--- src/rtl/core/dwpi_pkg.sv ---
// Shared types and constants of the dual wheel PI speed controller.
`timescale 1ns / 1ps

package dwpi_pkg;

	// Configuration port geometry.
	localparam int CFG_IDX_W  = 3;
	localparam int CFG_DATA_W = 16;

	// Register indexes of the configuration port.
	typedef enum logic [CFG_IDX_W-1:0] {
		REG_RADIUS         = 3'd0,
		REG_SAMPLE_PERIOD  = 3'd1,
		REG_LEFT_KP        = 3'd2,
		REG_LEFT_KI        = 3'd3,
		REG_RIGHT_KP       = 3'd4,
		REG_RIGHT_KI       = 3'd5,
		REG_INTEGRAL_LIMIT = 3'd6
	} cfg_reg_t;

	// Reset value of the integral clamp, whole speed units.
	localparam logic [14:0] INTEGRAL_LIMIT_RESET = 15'd600;

	// Configuration seen by the datapath.
	typedef struct packed {
		logic        [15:0] radius;
		logic        [15:0] sample_period;
		logic signed [15:0] left_kp;
		logic signed [15:0] left_ki;
		logic signed [15:0] right_kp;
		logic signed [15:0] right_ki;
		logic        [14:0] integral_limit;
	} cfg_t;

	// Shared multiplier geometry.
	localparam int MUL_W  = 26;
	localparam int PROD_W = 2 * MUL_W;

	// Datapath widths.
	localparam int SPEED_W = 21;
	localparam int ERR_W   = 25;
	localparam int INTEG_W = 26;
	localparam int SUM_W   = 42;
	localparam int QUOT_W  = 16;

	// Division by 100 as a multiplication by ceil(2^30 / 100); exact for
	// every magnitude below the saturation threshold.
	localparam int                DIV100_SHIFT = 30;
	localparam logic [MUL_W-1:0]  DIV100_RECIP = 26'd10737419;
	localparam logic [SUM_W-1:0]  DUTY_SAT_MAG = 42'd6553600;
	localparam int                DIV_IN_W     = 23;
	localparam logic [QUOT_W-1:0] DUTY_FULL    = 16'hFFFF;

endpackage

--- src/rtl/core/dwpi_ifs.sv ---
// Valid/ready stream interfaces for the tick input and the duty result.
`timescale 1ns / 1ps

interface dwpi_in_if;
	logic               valid;
	logic               ready;
	logic signed [15:0] left_omega;
	logic signed [15:0] right_omega;
	logic signed [15:0] left_target;
	logic signed [15:0] right_target;

	modport source (output valid, left_omega, right_omega, left_target, right_target,
		input ready);
	modport sink (input valid, left_omega, right_omega, left_target, right_target,
		output ready);
endinterface

interface dwpi_out_if;
	logic        valid;
	logic        ready;
	logic [15:0] left_duty;
	logic        left_reverse;
	logic [15:0] right_duty;
	logic        right_reverse;

	modport source (output valid, left_duty, left_reverse, right_duty, right_reverse,
		input ready);
	modport sink (input valid, left_duty, left_reverse, right_duty, right_reverse,
		output ready);
endinterface

--- src/rtl/core/dwpi_cfg.sv ---
// Configuration register file of the speed controller.
`timescale 1ns / 1ps

module dwpi_cfg (
	input  logic                          clk,
	input  logic                          arst_n,
	input  logic                          cfg_we,
	input  logic [dwpi_pkg::CFG_IDX_W-1:0]  cfg_idx,
	input  logic [dwpi_pkg::CFG_DATA_W-1:0] cfg_data,
	output dwpi_pkg::cfg_t                cfg
);

	dwpi_pkg::cfg_t cfg_q;

	// Register writes; unknown indexes are dropped.
	always_ff @(posedge clk or negedge arst_n) begin
		if (!arst_n) begin
			cfg_q.radius         <= '0;
			cfg_q.sample_period  <= '0;
			cfg_q.left_kp        <= '0;
			cfg_q.left_ki        <= '0;
			cfg_q.right_kp       <= '0;
			cfg_q.right_ki       <= '0;
			cfg_q.integral_limit <= dwpi_pkg::INTEGRAL_LIMIT_RESET;
		end else if (cfg_we) begin
			case (dwpi_pkg::cfg_reg_t'(cfg_idx))
				dwpi_pkg::REG_RADIUS:         cfg_q.radius         <= cfg_data;
				dwpi_pkg::REG_SAMPLE_PERIOD:  cfg_q.sample_period  <= cfg_data;
				dwpi_pkg::REG_LEFT_KP:        cfg_q.left_kp        <= $signed(cfg_data);
				dwpi_pkg::REG_LEFT_KI:        cfg_q.left_ki        <= $signed(cfg_data);
				dwpi_pkg::REG_RIGHT_KP:       cfg_q.right_kp       <= $signed(cfg_data);
				dwpi_pkg::REG_RIGHT_KI:       cfg_q.right_ki       <= $signed(cfg_data);
				dwpi_pkg::REG_INTEGRAL_LIMIT: cfg_q.integral_limit <= cfg_data[14:0];
				default: ;
			endcase
		end
	end

	assign cfg = cfg_q;

endmodule

--- src/rtl/core/dwpi_mul.sv ---
// Shared signed multiplier with a registered product.
`timescale 1ns / 1ps

module dwpi_mul (
	input  logic                               clk,
	input  logic signed [dwpi_pkg::MUL_W-1:0]  a,
	input  logic signed [dwpi_pkg::MUL_W-1:0]  b,
	output logic signed [dwpi_pkg::PROD_W-1:0] p_q
);

	// One product per cycle, available in the following cycle.
	always_ff @(posedge clk) begin
		p_q <= a * b;
	end

endmodule

--- src/rtl/core/dwpi_seq.sv ---
// Sequencer and datapath that run both wheels through the shared multiplier.
`timescale 1ns / 1ps

module dwpi_seq (
	input  logic                               clk,
	input  logic                               arst_n,
	input  dwpi_pkg::cfg_t                     cfg,
	dwpi_in_if.sink                            in_ch,
	dwpi_out_if.source                         out_ch,
	output logic signed [dwpi_pkg::MUL_W-1:0]  mul_a,
	output logic signed [dwpi_pkg::MUL_W-1:0]  mul_b,
	input  logic signed [dwpi_pkg::PROD_W-1:0] mul_p
);

	typedef enum logic [9:0] {
		ST_IDLE = 10'b0000000001,
		ST_SPD  = 10'b0000000010,
		ST_ERR  = 10'b0000000100,
		ST_INTG = 10'b0000001000,
		ST_PROP = 10'b0000010000,
		ST_SUM  = 10'b0000100000,
		ST_ABS  = 10'b0001000000,
		ST_DIV  = 10'b0010000000,
		ST_QUOT = 10'b0100000000,
		ST_DONE = 10'b1000000000
	} state_t;

	state_t st_q;
	logic   wheel_q;
	logic   out_valid_q;

	// Latched tick inputs.
	logic signed [15:0] l_omega_q, r_omega_q, l_target_q, r_target_q;

	// Per wheel integrals.
	logic signed [dwpi_pkg::INTEG_W-1:0] l_integ_q, r_integ_q;

	// Working registers.
	logic signed [dwpi_pkg::ERR_W-1:0]   err_q;
	logic signed [dwpi_pkg::INTEG_W-1:0] acc_q;
	logic signed [dwpi_pkg::SUM_W-1:0]   sum_q;
	logic        [dwpi_pkg::SUM_W-1:0]   mag_q;
	logic                                neg_q;
	logic                                sat_q;

	// Per wheel results and the output register.
	logic [15:0] l_duty_q, r_duty_q, out_l_duty_q, out_r_duty_q;
	logic        l_rev_q, r_rev_q, out_l_rev_q, out_r_rev_q;

	// Wheel selection.
	logic signed [15:0]                  omega_w, target_w, kp_w, ki_w;
	logic signed [dwpi_pkg::INTEG_W-1:0] integ_w;

	// Combinational datapath.
	logic signed [dwpi_pkg::SPEED_W-1:0] speed;
	logic signed [dwpi_pkg::ERR_W-1:0]   err_next;
	logic signed [dwpi_pkg::INTEG_W-1:0] inc;
	logic signed [dwpi_pkg::INTEG_W:0]   acc_sum;
	logic signed [dwpi_pkg::INTEG_W:0]   lim;
	logic signed [dwpi_pkg::INTEG_W:0]   acc_clamp;
	logic        [dwpi_pkg::QUOT_W-1:0]  quot;
	logic        [15:0]                  duty_next;
	logic                                out_load;

	assign omega_w  = wheel_q ? r_omega_q  : l_omega_q;
	assign target_w = wheel_q ? r_target_q : l_target_q;
	assign kp_w     = wheel_q ? cfg.right_kp : cfg.left_kp;
	assign ki_w     = wheel_q ? cfg.right_ki : cfg.left_ki;
	assign integ_w  = wheel_q ? r_integ_q  : l_integ_q;

	// Speed in Q.8 and the error against the target.
	assign speed    = mul_p[32:12];
	assign err_next = $signed({{4{speed[dwpi_pkg::SPEED_W-1]}}, speed})
		- $signed({target_w[15], target_w, 8'b0});

	// Integral step and clamp to the symmetric limit.
	assign inc     = mul_p[41:16];
	assign acc_sum = $signed({integ_w[dwpi_pkg::INTEG_W-1], integ_w})
		+ $signed({inc[dwpi_pkg::INTEG_W-1], inc});
	assign lim     = $signed({4'b0, cfg.integral_limit, 8'b0});

	always_comb begin
		if (acc_sum >= lim) begin
			acc_clamp = lim;
		end else if (acc_sum < -lim) begin
			acc_clamp = -lim;
		end else begin
			acc_clamp = acc_sum;
		end
	end

	// Quotient by 100 and saturation.
	assign quot      = mul_p[dwpi_pkg::DIV100_SHIFT +: dwpi_pkg::QUOT_W];
	assign duty_next = sat_q ? dwpi_pkg::DUTY_FULL : quot;

	// Operand selection for the shared multiplier.
	always_comb begin
		case (st_q)
			ST_SPD: begin
				mul_a = $signed({{10{omega_w[15]}}, omega_w});
				mul_b = $signed({10'b0, cfg.radius});
			end
			ST_ERR: begin
				mul_a = $signed({err_next[dwpi_pkg::ERR_W-1], err_next});
				mul_b = $signed({10'b0, cfg.sample_period});
			end
			ST_INTG: begin
				mul_a = $signed({err_q[dwpi_pkg::ERR_W-1], err_q});
				mul_b = $signed({{10{kp_w[15]}}, kp_w});
			end
			ST_PROP: begin
				mul_a = acc_q;
				mul_b = $signed({{10{ki_w[15]}}, ki_w});
			end
			ST_DIV: begin
				mul_a = $signed({3'b0, mag_q[dwpi_pkg::DIV_IN_W-1:0]});
				mul_b = $signed(dwpi_pkg::DIV100_RECIP);
			end
			default: begin
				mul_a = '0;
				mul_b = '0;
			end
		endcase
	end

	assign out_load = (st_q == ST_DONE) && (!out_valid_q || out_ch.ready);

	// Sequencer and integral state.
	always_ff @(posedge clk or negedge arst_n) begin
		if (!arst_n) begin
			st_q      <= ST_IDLE;
			wheel_q   <= 1'b0;
			l_integ_q <= '0;
			r_integ_q <= '0;
		end else begin
			case (st_q)
				ST_IDLE: begin
					if (in_ch.valid) begin
						st_q    <= ST_SPD;
						wheel_q <= 1'b0;
					end
				end
				ST_SPD:  st_q <= ST_ERR;
				ST_ERR:  st_q <= ST_INTG;
				ST_INTG: begin
					if (wheel_q) begin
						r_integ_q <= acc_clamp[dwpi_pkg::INTEG_W-1:0];
					end else begin
						l_integ_q <= acc_clamp[dwpi_pkg::INTEG_W-1:0];
					end
					st_q <= ST_PROP;
				end
				ST_PROP: st_q <= ST_SUM;
				ST_SUM:  st_q <= ST_ABS;
				ST_ABS:  st_q <= ST_DIV;
				ST_DIV:  st_q <= ST_QUOT;
				ST_QUOT: begin
					wheel_q <= ~wheel_q;
					st_q    <= wheel_q ? ST_DONE : ST_SPD;
				end
				ST_DONE: begin
					if (out_load) begin
						st_q <= ST_IDLE;
					end
				end
				default: st_q <= ST_IDLE;
			endcase
		end
	end

	// Working registers of the datapath.
	always_ff @(posedge clk) begin
		if (st_q == ST_IDLE && in_ch.valid) begin
			l_omega_q  <= in_ch.left_omega;
			r_omega_q  <= in_ch.right_omega;
			l_target_q <= in_ch.left_target;
			r_target_q <= in_ch.right_target;
		end
		case (st_q)
			ST_ERR:  err_q <= err_next;
			ST_INTG: acc_q <= acc_clamp[dwpi_pkg::INTEG_W-1:0];
			ST_PROP: sum_q <= mul_p[dwpi_pkg::SUM_W-1:0];
			ST_SUM:  sum_q <= sum_q + mul_p[dwpi_pkg::SUM_W-1:0];
			ST_ABS: begin
				neg_q <= sum_q[dwpi_pkg::SUM_W-1];
				mag_q <= sum_q[dwpi_pkg::SUM_W-1] ? $unsigned(-sum_q) : $unsigned(sum_q);
			end
			ST_DIV:  sat_q <= (mag_q >= dwpi_pkg::DUTY_SAT_MAG);
			ST_QUOT: begin
				if (wheel_q) begin
					r_duty_q <= duty_next;
					r_rev_q  <= neg_q;
				end else begin
					l_duty_q <= duty_next;
					l_rev_q  <= neg_q;
				end
			end
			default: ;
		endcase
	end

	// Output register: holds a finished beat until it is taken.
	always_ff @(posedge clk or negedge arst_n) begin
		if (!arst_n) begin
			out_valid_q <= 1'b0;
		end else if (out_load) begin
			out_valid_q <= 1'b1;
		end else if (out_ch.ready) begin
			out_valid_q <= 1'b0;
		end
	end

	always_ff @(posedge clk) begin
		if (out_load) begin
			out_l_duty_q <= l_duty_q;
			out_l_rev_q  <= l_rev_q;
			out_r_duty_q <= r_duty_q;
			out_r_rev_q  <= r_rev_q;
		end
	end

	assign in_ch.ready          = (st_q == ST_IDLE);
	assign out_ch.valid         = out_valid_q;
	assign out_ch.left_duty     = out_l_duty_q;
	assign out_ch.left_reverse  = out_l_rev_q;
	assign out_ch.right_duty    = out_r_duty_q;
	assign out_ch.right_reverse = out_r_rev_q;

endmodule

--- src/rtl/core/dual_wheel_pi_speed_controller.sv ---
// Top level of the dual wheel PI speed controller.
// An accepted input beat runs both wheels in turn, eight sequencer steps per
// wheel around the single shared multiplier, then a done step that loads the
// result into the output register once that register is free, and then idle.
// No new beat is taken until the result is loaded.
// Reset clears both integrals, the sequencer and the output valid, and loads
// the register reset values (integral limit 600, all others zero).
`timescale 1ns / 1ps

module dual_wheel_pi_speed_controller (
	input  logic                            clk,
	input  logic                            arst_n,
	dwpi_in_if.sink                         in_ch,
	dwpi_out_if.source                      out_ch,
	input  logic                            cfg_we,
	input  logic [dwpi_pkg::CFG_IDX_W-1:0]  cfg_idx,
	input  logic [dwpi_pkg::CFG_DATA_W-1:0] cfg_data
);

	dwpi_pkg::cfg_t                     cfg;
	logic signed [dwpi_pkg::MUL_W-1:0]  mul_a;
	logic signed [dwpi_pkg::MUL_W-1:0]  mul_b;
	logic signed [dwpi_pkg::PROD_W-1:0] mul_p;

	dwpi_cfg u_cfg (
		.clk      (clk),
		.arst_n   (arst_n),
		.cfg_we   (cfg_we),
		.cfg_idx  (cfg_idx),
		.cfg_data (cfg_data),
		.cfg      (cfg)
	);

	dwpi_mul u_mul (
		.clk (clk),
		.a   (mul_a),
		.b   (mul_b),
		.p_q (mul_p)
	);

	dwpi_seq u_seq (
		.clk    (clk),
		.arst_n (arst_n),
		.cfg    (cfg),
		.in_ch  (in_ch),
		.out_ch (out_ch),
		.mul_a  (mul_a),
		.mul_b  (mul_b),
		.mul_p  (mul_p)
	);

endmodule

--- src/flat_wrapper.sv ---
// flat-port wrapper written by rule: the top's interface ports become plain ports
module dual_wheel_pi_speed_controller_flat 
  (clk, arst_n, cfg_we, cfg_idx, cfg_data, in_ch_valid, in_ch_left_omega, in_ch_right_omega, in_ch_left_target, in_ch_right_target, in_ch_ready, out_ch_valid, out_ch_left_duty, out_ch_left_reverse, out_ch_right_duty, out_ch_right_reverse, out_ch_ready);
  dwpi_in_if in_ch_i ();
  dwpi_out_if out_ch_i ();
  input  logic clk;
  input  logic arst_n;
  input  logic cfg_we;
  input  logic [dwpi_pkg::CFG_IDX_W-1:0] cfg_idx;
  input  logic [dwpi_pkg::CFG_DATA_W-1:0] cfg_data;
  input wire logic [$bits(in_ch_i.valid)-1:0] in_ch_valid;
  input wire logic [$bits(in_ch_i.left_omega)-1:0] in_ch_left_omega;
  input wire logic [$bits(in_ch_i.right_omega)-1:0] in_ch_right_omega;
  input wire logic [$bits(in_ch_i.left_target)-1:0] in_ch_left_target;
  input wire logic [$bits(in_ch_i.right_target)-1:0] in_ch_right_target;
  output wire logic [$bits(in_ch_i.ready)-1:0] in_ch_ready;
  output wire logic [$bits(out_ch_i.valid)-1:0] out_ch_valid;
  output wire logic [$bits(out_ch_i.left_duty)-1:0] out_ch_left_duty;
  output wire logic [$bits(out_ch_i.left_reverse)-1:0] out_ch_left_reverse;
  output wire logic [$bits(out_ch_i.right_duty)-1:0] out_ch_right_duty;
  output wire logic [$bits(out_ch_i.right_reverse)-1:0] out_ch_right_reverse;
  input wire logic [$bits(out_ch_i.ready)-1:0] out_ch_ready;
  assign in_ch_i.valid = in_ch_valid;
  assign in_ch_i.left_omega = in_ch_left_omega;
  assign in_ch_i.right_omega = in_ch_right_omega;
  assign in_ch_i.left_target = in_ch_left_target;
  assign in_ch_i.right_target = in_ch_right_target;
  assign in_ch_ready = in_ch_i.ready;
  assign out_ch_valid = out_ch_i.valid;
  assign out_ch_left_duty = out_ch_i.left_duty;
  assign out_ch_left_reverse = out_ch_i.left_reverse;
  assign out_ch_right_duty = out_ch_i.right_duty;
  assign out_ch_right_reverse = out_ch_i.right_reverse;
  assign out_ch_i.ready = out_ch_ready;
  dual_wheel_pi_speed_controller u_core (.clk(clk), .arst_n(arst_n), .in_ch(in_ch_i), .out_ch(out_ch_i), .cfg_we(cfg_we), .cfg_idx(cfg_idx), .cfg_data(cfg_data));
endmodule
--- config.mk ---
export PLATFORM = sky130hd
export DESIGN_NAME = dual_wheel_pi_speed_controller_flat
export DESIGN_NICKNAME = d
export VERILOG_FILES = /design/src/rtl/core/dwpi_pkg.sv /design/src/rtl/core/dwpi_ifs.sv /design/src/rtl/core/dwpi_cfg.sv /design/src/rtl/core/dwpi_mul.sv /design/src/rtl/core/dwpi_seq.sv /design/src/rtl/core/dual_wheel_pi_speed_controller.sv /design/src/flat_wrapper.sv
export SDC_FILE = /design/constraint.sdc
export NUM_CORES = 2
export LEC_CHECK = 0
export ABC_AREA = 1
export BUFFER_PORTS_ARGS = -buffer_cell sky130_fd_sc_hd__buf_2
export CAP_MARGIN = 0
export CORE_MARGIN = 1
export CORE_UTILIZATION = 55
export CTS_BUF_LIST = sky130_fd_sc_hd__clkbuf_4
export CTS_CLUSTER_DIAMETER = 40
export DETAILED_ROUTE_END_ITERATION = 12
export PLACE_DENSITY = 0.7
export SLEW_MARGIN = 15
export SYNTH_ARGS = -nofsm -noshare
export SYNTH_HDL_FRONTEND = slang
export SYNTH_SLANG_ARGS = --single-unit
--- constraint.sdc ---
create_clock -name clk -period 11.1 [get_ports clk]
set_clock_uncertainty 0.15 [all_clocks]
set_input_delay 2.775 -clock clk [delete_from_list [all_inputs] [get_ports clk]]
set_output_delay 2.775 -clock clk [all_outputs]
set_load 0.03 [all_outputs]
* Word level (Yosys, flattened, before mapping) *
Index checks and enable logic that the tools add are counted.
Widths: inputs -> output; s select.

storage, ports and cells
  register bits after elaboration = 490
  bits in latches = 0
  memory bits (writable) = 0
  bits in read-only memories = 0
  input bits = 88
  output and inout port bits = 36
  logic and storage cells = 101
  memories kept = 0

operators by class
  $add $sub $neg = 5
  multiply operators = 1
  div/mod/pow operators = 0
  order comparisons = 3
  eq/ne operators = 18
  shifts and indexed selects = 0
  muxes and demuxes = 20
  bitwise operators = 1
  reduce and logical (&&, ||, !) cells = 21

operators with widths
  kind                  number
  $pmux 26 s5           2
  $pmux 10 s10          1
  $pmux 42 s2           1
  $mux 16               5
  $mux 26               3
  $mul 26x26->46        1
  $add 42x42->42        1
  $ge 42x23->1 const B  1
  $neg 42->42           1
  $mux 41               1
  $mux 10               3
  $add 26x26->27        1
  $ge 27x24->1          1
  $lt 27x27->1          1
  $neg 23->27           1
  $reduce_and 2->1      13
  $sub 21x24->25        1
  $eq 10x1->1 const B   1
  $eq 10x10->1 const B  1
  $eq 10x2->1 const B   1
  $eq 10x3->1 const B   1
  $eq 10x4->1 const B   1
  $eq 10x5->1 const B   1
  $eq 10x6->1 const B   1
  15 further kinds      24

* Depth between registers and ports, before layout *
  depth after elaboration = 5
  mapped depth = 50

* Cells and area by module *
A second synthesis with hierarchy kept.

second synthesis, totals
  cell total of the unflattened synthesis = 6553
  area total of the unflattened synthesis = 53104.7 um^2

by module, submodules not included
  module    times used  cells each  area an instance (um^2)
  dwpi_mul  1           3641        27921.8
  dwpi_seq  1           2422        20837.5
  dwpi_cfg  1           490         4345.4

* Worst setup path before layout *
Ideal clock, no wire load.

  path kind = reg-to-reg
  start = register u_core.u_seq.wheel_q
  end = register u_core.u_mul.p_q[42] (netlist name)
  arrival = 8822 ps
  setup slack = 2056 ps
  cell stages (with the launch flop) = 45
  path buffers = 6
  clock period less this slack = 9044 ps
  cell sequence = dfrtp_1 > inv_2 > buf_2 > buf_2 > buf_2 > buf_1 > nand2_1 > nand2_1 > ha_1 > fa_1 > inv_1 > nand3_1 > nand2_1 > nand2_1 > nand2_1 > nand2_1 > nand2_1 > nand2_1 > (+9 left out) > inv_1 > fa_1 > inv_1 > fa_1 > fa_1 > fa_1 > inv_1 > fa_1 > inv_1 > ha_1 > a21oi_1 > o21ai_0 > a221oi_1 > nand3_1 > nand2_1 > nand2_1 > a21oi_1 > xor2_1

on the way
  cells in the longest elaborated chain, start to end = 4
  elaborated cells on any way between the ends = 8

ends and longest elaborated chain
  what                                      line             RTL
  start: declaration                        dwpi_seq.sv:29   logic wheel_q;
  start signal: assignment                  dwpi_seq.sv:158  wheel_q <= ~wheel_q;
  $mux 16                                   dwpi_seq.sv:66   assign target_w = wheel_q ? r_target_q : l_target_q;
  $sub 21x24->25                            dwpi_seq.sv:74   - $signed({target_w[15], target_w, 8'b0});
  named net u_core.u_seq.err_next, one bit  dwpi_seq.sv:56   logic signed [dwpi_pkg::ERR_W-1:0] err_next;
  $pmux 26 s5                               dwpi_seq.sv:98   case (st_q)
  $mul 26x26->46                            dwpi_mul.sv:13   p_q <= a * b;
  end signal: assignment                    dwpi_mul.sv:13
  end: declaration                          dwpi_mul.sv:8    output logic signed [dwpi_pkg::PROD_W-1:0] p_q

The timed path passes the listed nets, and every way through them passes these cells.
A chain may end at the register's enable or synchronous reset.

* Worst setup path in the final report *
  start = register u_core.u_seq.wheel_q
  end = register u_core.u_mul.p_q[44] (netlist name)

Same word-level chain as after synthesis.

==> key figures <==
CTS
  – Clock buffer depth: 3
  – Clock Latency Late Sink: 0.96 ns
  – # clock sinks: 490
  – Cts hold-fix bufs: 0
  – Max H-tree Level: 3
  – Post-CTS setup buffer count: 0
  – TritonCTS Buffers: 116
  – Root buf cell: clkbuf_4
  – Post-CTS Resized: 0
  – CTS tree: yes
  – Reg clk slew, reported paths: 0.08 ns

Global route
  – GRT overflow: 0
  – Met3 Use GR: 4.97%
  – Initial antenna violation count: 3
  – Largest net degree at the start of global routing: 76
  – Busiest grt layer: met2
  – Vias in the first global route: 37800
  – M1 GR Usage: 45.0%
  – Global-route wire length before repair: 216 mm
  – GR Util met2: 49.5%
  – GRT Util Overall: 31.8%

Power
  – Clock share of power: 23.7%
  – Cell internal pwr: 3.81 mW
  – Power Density: 132 mW/mm2
  – Leakage: 26.4 nW
  – Reg power frac: 35.4%
  – Switching Share: 44.0%
  – Worst vdd ir: 0.175 mV
  – Combinational fraction of design power: 40.9%
  – NetSw: 2.99 mW

Die
  – Die width: 298 um
  – Die footprint: 0.0889 mm2
  – Rows: 108
  – Die height: 298 um
  – CORE AREA: 0.0868 mm2
  – Ports: 124
  – Initial Util: 55.6%

Detailed routing
  – Post-DRT Antenna Nets: 0
  – Final WL: 138 mm
  – Average wire per standard cell: 20.1 um
  – Vias: 37700
  – DR pass1 iterations: 8
  – Remaining DRCs: 0
  – DR vias/cell: 5.47
  – 1st-iter DRT viols: 3248

Timing
  – Final hold violations: 0
  – Hold WS: 0.266 ns
  – RSZ-0062 raised after global routing: no
  – Relative slew slack: 17.6%
  – Worst-Margin Slew: 1.23 ns
  – Final min period: 9.88 ns
  – Fin crit share: 89.0%
  – Max frequency: 101 MHz
  – Setup violators final: 0
  – Final TNS setup: 0 ns
  – Pins over their slew limit: 0

Cells and area
  – Area Growth Syn to Fin: 6.90%
  – Layout cell share with drive strength beyond 1: 9.45%
  – Most frequent cells in the layout: nand2_1, inv_1, fa_1
  – Final net count: 6613
  – Multi-input gate area: 0.0297 mm2
  – Register area: 0.0134 mm2
  – Fillers: 7776
  – Commonest non-fill, non-tap cell in the layout: nand2_1

Synth
  – Syn Area/Cell: 8.79 um2
  – Cells after Synth: 5484
  – Post-synthesis cell area: 0.0482 mm2
  – Post-synth EDFFs: 269
  – Most used DFF post-synth: edfxtp_1
  – Synth cell types: 75
  – Register area share after synthesis: 27.8%
  – Number of synthesized register bits: 490
  – Leading post-synthesis cells by cell area: fa_1, edfxtp_1, nand2_1, inv_1, dfrtp_1
  – Async SR Flop Fraction: 35.7%
  – Synth top area share: 26.6%
  – Synth area leader: fa_1
  – Syn_nets: 6477
  – Synth warn: 0

Place
  – IO buf count: 123
  – Placer Congestion: 1.01
  – DP HPWL: 112 mm

Run
  – Max_cap viols: 0

Setup path
  – Slowest CP cell: dfrtp_4
  – Nature of the critical path startpoint: flip-flop
  – Data arrival, critical path: 10.60 ns
  – WP data required: 11.82 ns
  – CP Capture Type: flip-flop
  – Crit-path max cell delay: 0.83 ns
  – Setup CP Type: reg2reg
  – Cell mode on critical path: fa_1
  – Worst Path Max Fanout: 38

Hold path
  – Worst hold path type: reg2reg

Run status
  – Status: complete, no violations
worst max-delay path: cells and delay by family (launching register included):
family / cells / cell delay (ns)
AO/OA/AOI/OAI: 5 / 1.10
flip-flops: 1 / 0.83
adder cells (fa/ha/maj): 9 / 4.44
XOR/XNOR: 2 / 0.44
buffers and inverters: 7 / 0.97
AND/OR/NAND/NOR: 11 / 1.83
power by group through the flow:
stage	Clock [mW]	Combinational [mW]	Sequential [mW]
finish	1.61	2.79	2.41
global route	1.72	3.02	2.42
CTS	1.63	2.74	2.40
detailed placement	0	2.73	2.44
global placement	0	2.69	2.43
floorplan	0	1.84	2.34
sequential cells by signal (all words and copies together), names as in the netlist, 10 cells and up:
| name | cells |
|---|---|
| u_core.u_cfg.cfg | 111 |
| u_core.u_seq.mag_q | 42 |
| u_core.u_seq.r_target_q | 16 |
| u_core.u_seq.r_integ_q | 26 |
| u_core.u_seq.l_target_q | 16 |
| u_core.u_seq.out_ch.left_duty | 16 |
| u_core.u_seq.acc_q | 26 |
| u_core.u_seq.l_omega_q | 16 |
| u_core.u_seq.err_q | 25 |
| u_core.u_seq.r_omega_q | 16 |
| u_core.u_seq.r_duty_q | 16 |
| u_core.u_seq.l_integ_q | 26 |
| u_core.u_mul.p_q | 46 |
| u_core.u_seq.out_ch.right_duty | 16 |
| u_core.u_seq.sum_q | 42 |
| u_core.u_seq.st_q | 10 |
| u_core.u_seq.l_duty_q | 16 |
cell type report:
cell class | count | share of cell area, %
Multi-Input combinational cell | 3663 | 57.6
Clock buffer | 177 | 2.58
Antenna cell | 1 | 0.00485
Sequential cell | 490 | 26.0
Inverter | 1188 | 8.67
Tap cell | 1155 | 2.80
Clock inverter | 43 | 0.595
Timing Repair Buffer | 161 | 1.78
path summary, 6_finish.rpt:
kind	slack, ns	endpoint	startpoint	depth (start not counted)
setup / recovery	1.22	u_core.u_mul.p_q[44]	u_core.u_seq.wheel_q	34
hold / removal	0.27	u_core.u_seq.out_ch.left_duty[4]	u_core.u_seq.l_duty_q[4]	0
setup reg to reg	1.22	u_core.u_mul.p_q[44]	u_core.u_seq.wheel_q	34
hold reg to reg	0.27	u_core.u_seq.out_ch.left_duty[4]	u_core.u_seq.l_duty_q[4]	0
max in group asynchronous	7.74	u_core.u_seq.r_integ_q[13]	arst_n	2
min in group asynchronous	1.67	u_core.u_cfg.cfg[102]	arst_n	1
layer usage:
| layer | routed length (um) | vias up |
|---|---|---|
| met5 | 0 | - |
| met1 | 58100 | 18500 |
| met3 | 11600 | 291 |
| met2 | 62700 | 1624 |
| met4 | 5690 | 0 |
| li1 | - | 17200 |
synth_stat cells (9+ instances only):
library cell	count
dfxtp_1	46
edfxtp_1	269
nor4_1	17
buf_2	68
o21a_1	11
and2_1	21
nand4_1	28
xnor2_1	52
buf_4	11
nand3_1	150
inv_1	1148
clkbuf_1	44
nand3b_1	9
o211ai_1	10
mux2i_1	14
ha_1	264
nor3_1	35
inv_2	32
nor2_2	21
nand2_1	1285
a31oi_1	26
dfrtp_1	170
o21ai_0	241
buf_1	12
nor2_4	15
nor2_1	320
xor2_1	98
or2_2	32
o21ai_1	20
a21oi_1	174
nor3_2	9
nand2_2	20
a221oi_1	13
a22o_1	29
a21o_1	14
fa_1	641
through the flow:
| stage | total power, mW | util, % | instances | instance area (um2) | setup slack, ns |
|---|---|---|---|---|---|
| floorplan | 4.18 | - | 5484 | 48200 | 2.06 |
| global placement | 5.12 | 57.5 | 6657 | 49900 | 1.28 |
| detailed placement | 5.17 | 57.5 | 6657 | 49900 | 1.24 |
| CTS | 6.78 | 59.4 | 6877 | 51600 | 1.26 |
| global route | 7.16 | 59.4 | 6878 | 51600 | 0.426 |
| finish | 6.81 | 59.4 | 6878 | 51600 | 1.22 |
kinds of logic (layout without fill, tap and decap cells):
group,Yosys count,count (layout),share of synthesized area [%]
XOR/XNOR,152,152,2.79
buffers and inverters,1331,1569,10.8
AND/OR/NAND/NOR,1993,1993,17.6
adder cells (fa/ha/maj),905,905,33.5
other,0,1,0
flip-flops,490,490,27.8
AO/OA/AOI/OAI,599,599,7.31
multiplexers,14,14,0.291
Power figures use the tool's default switching activity.
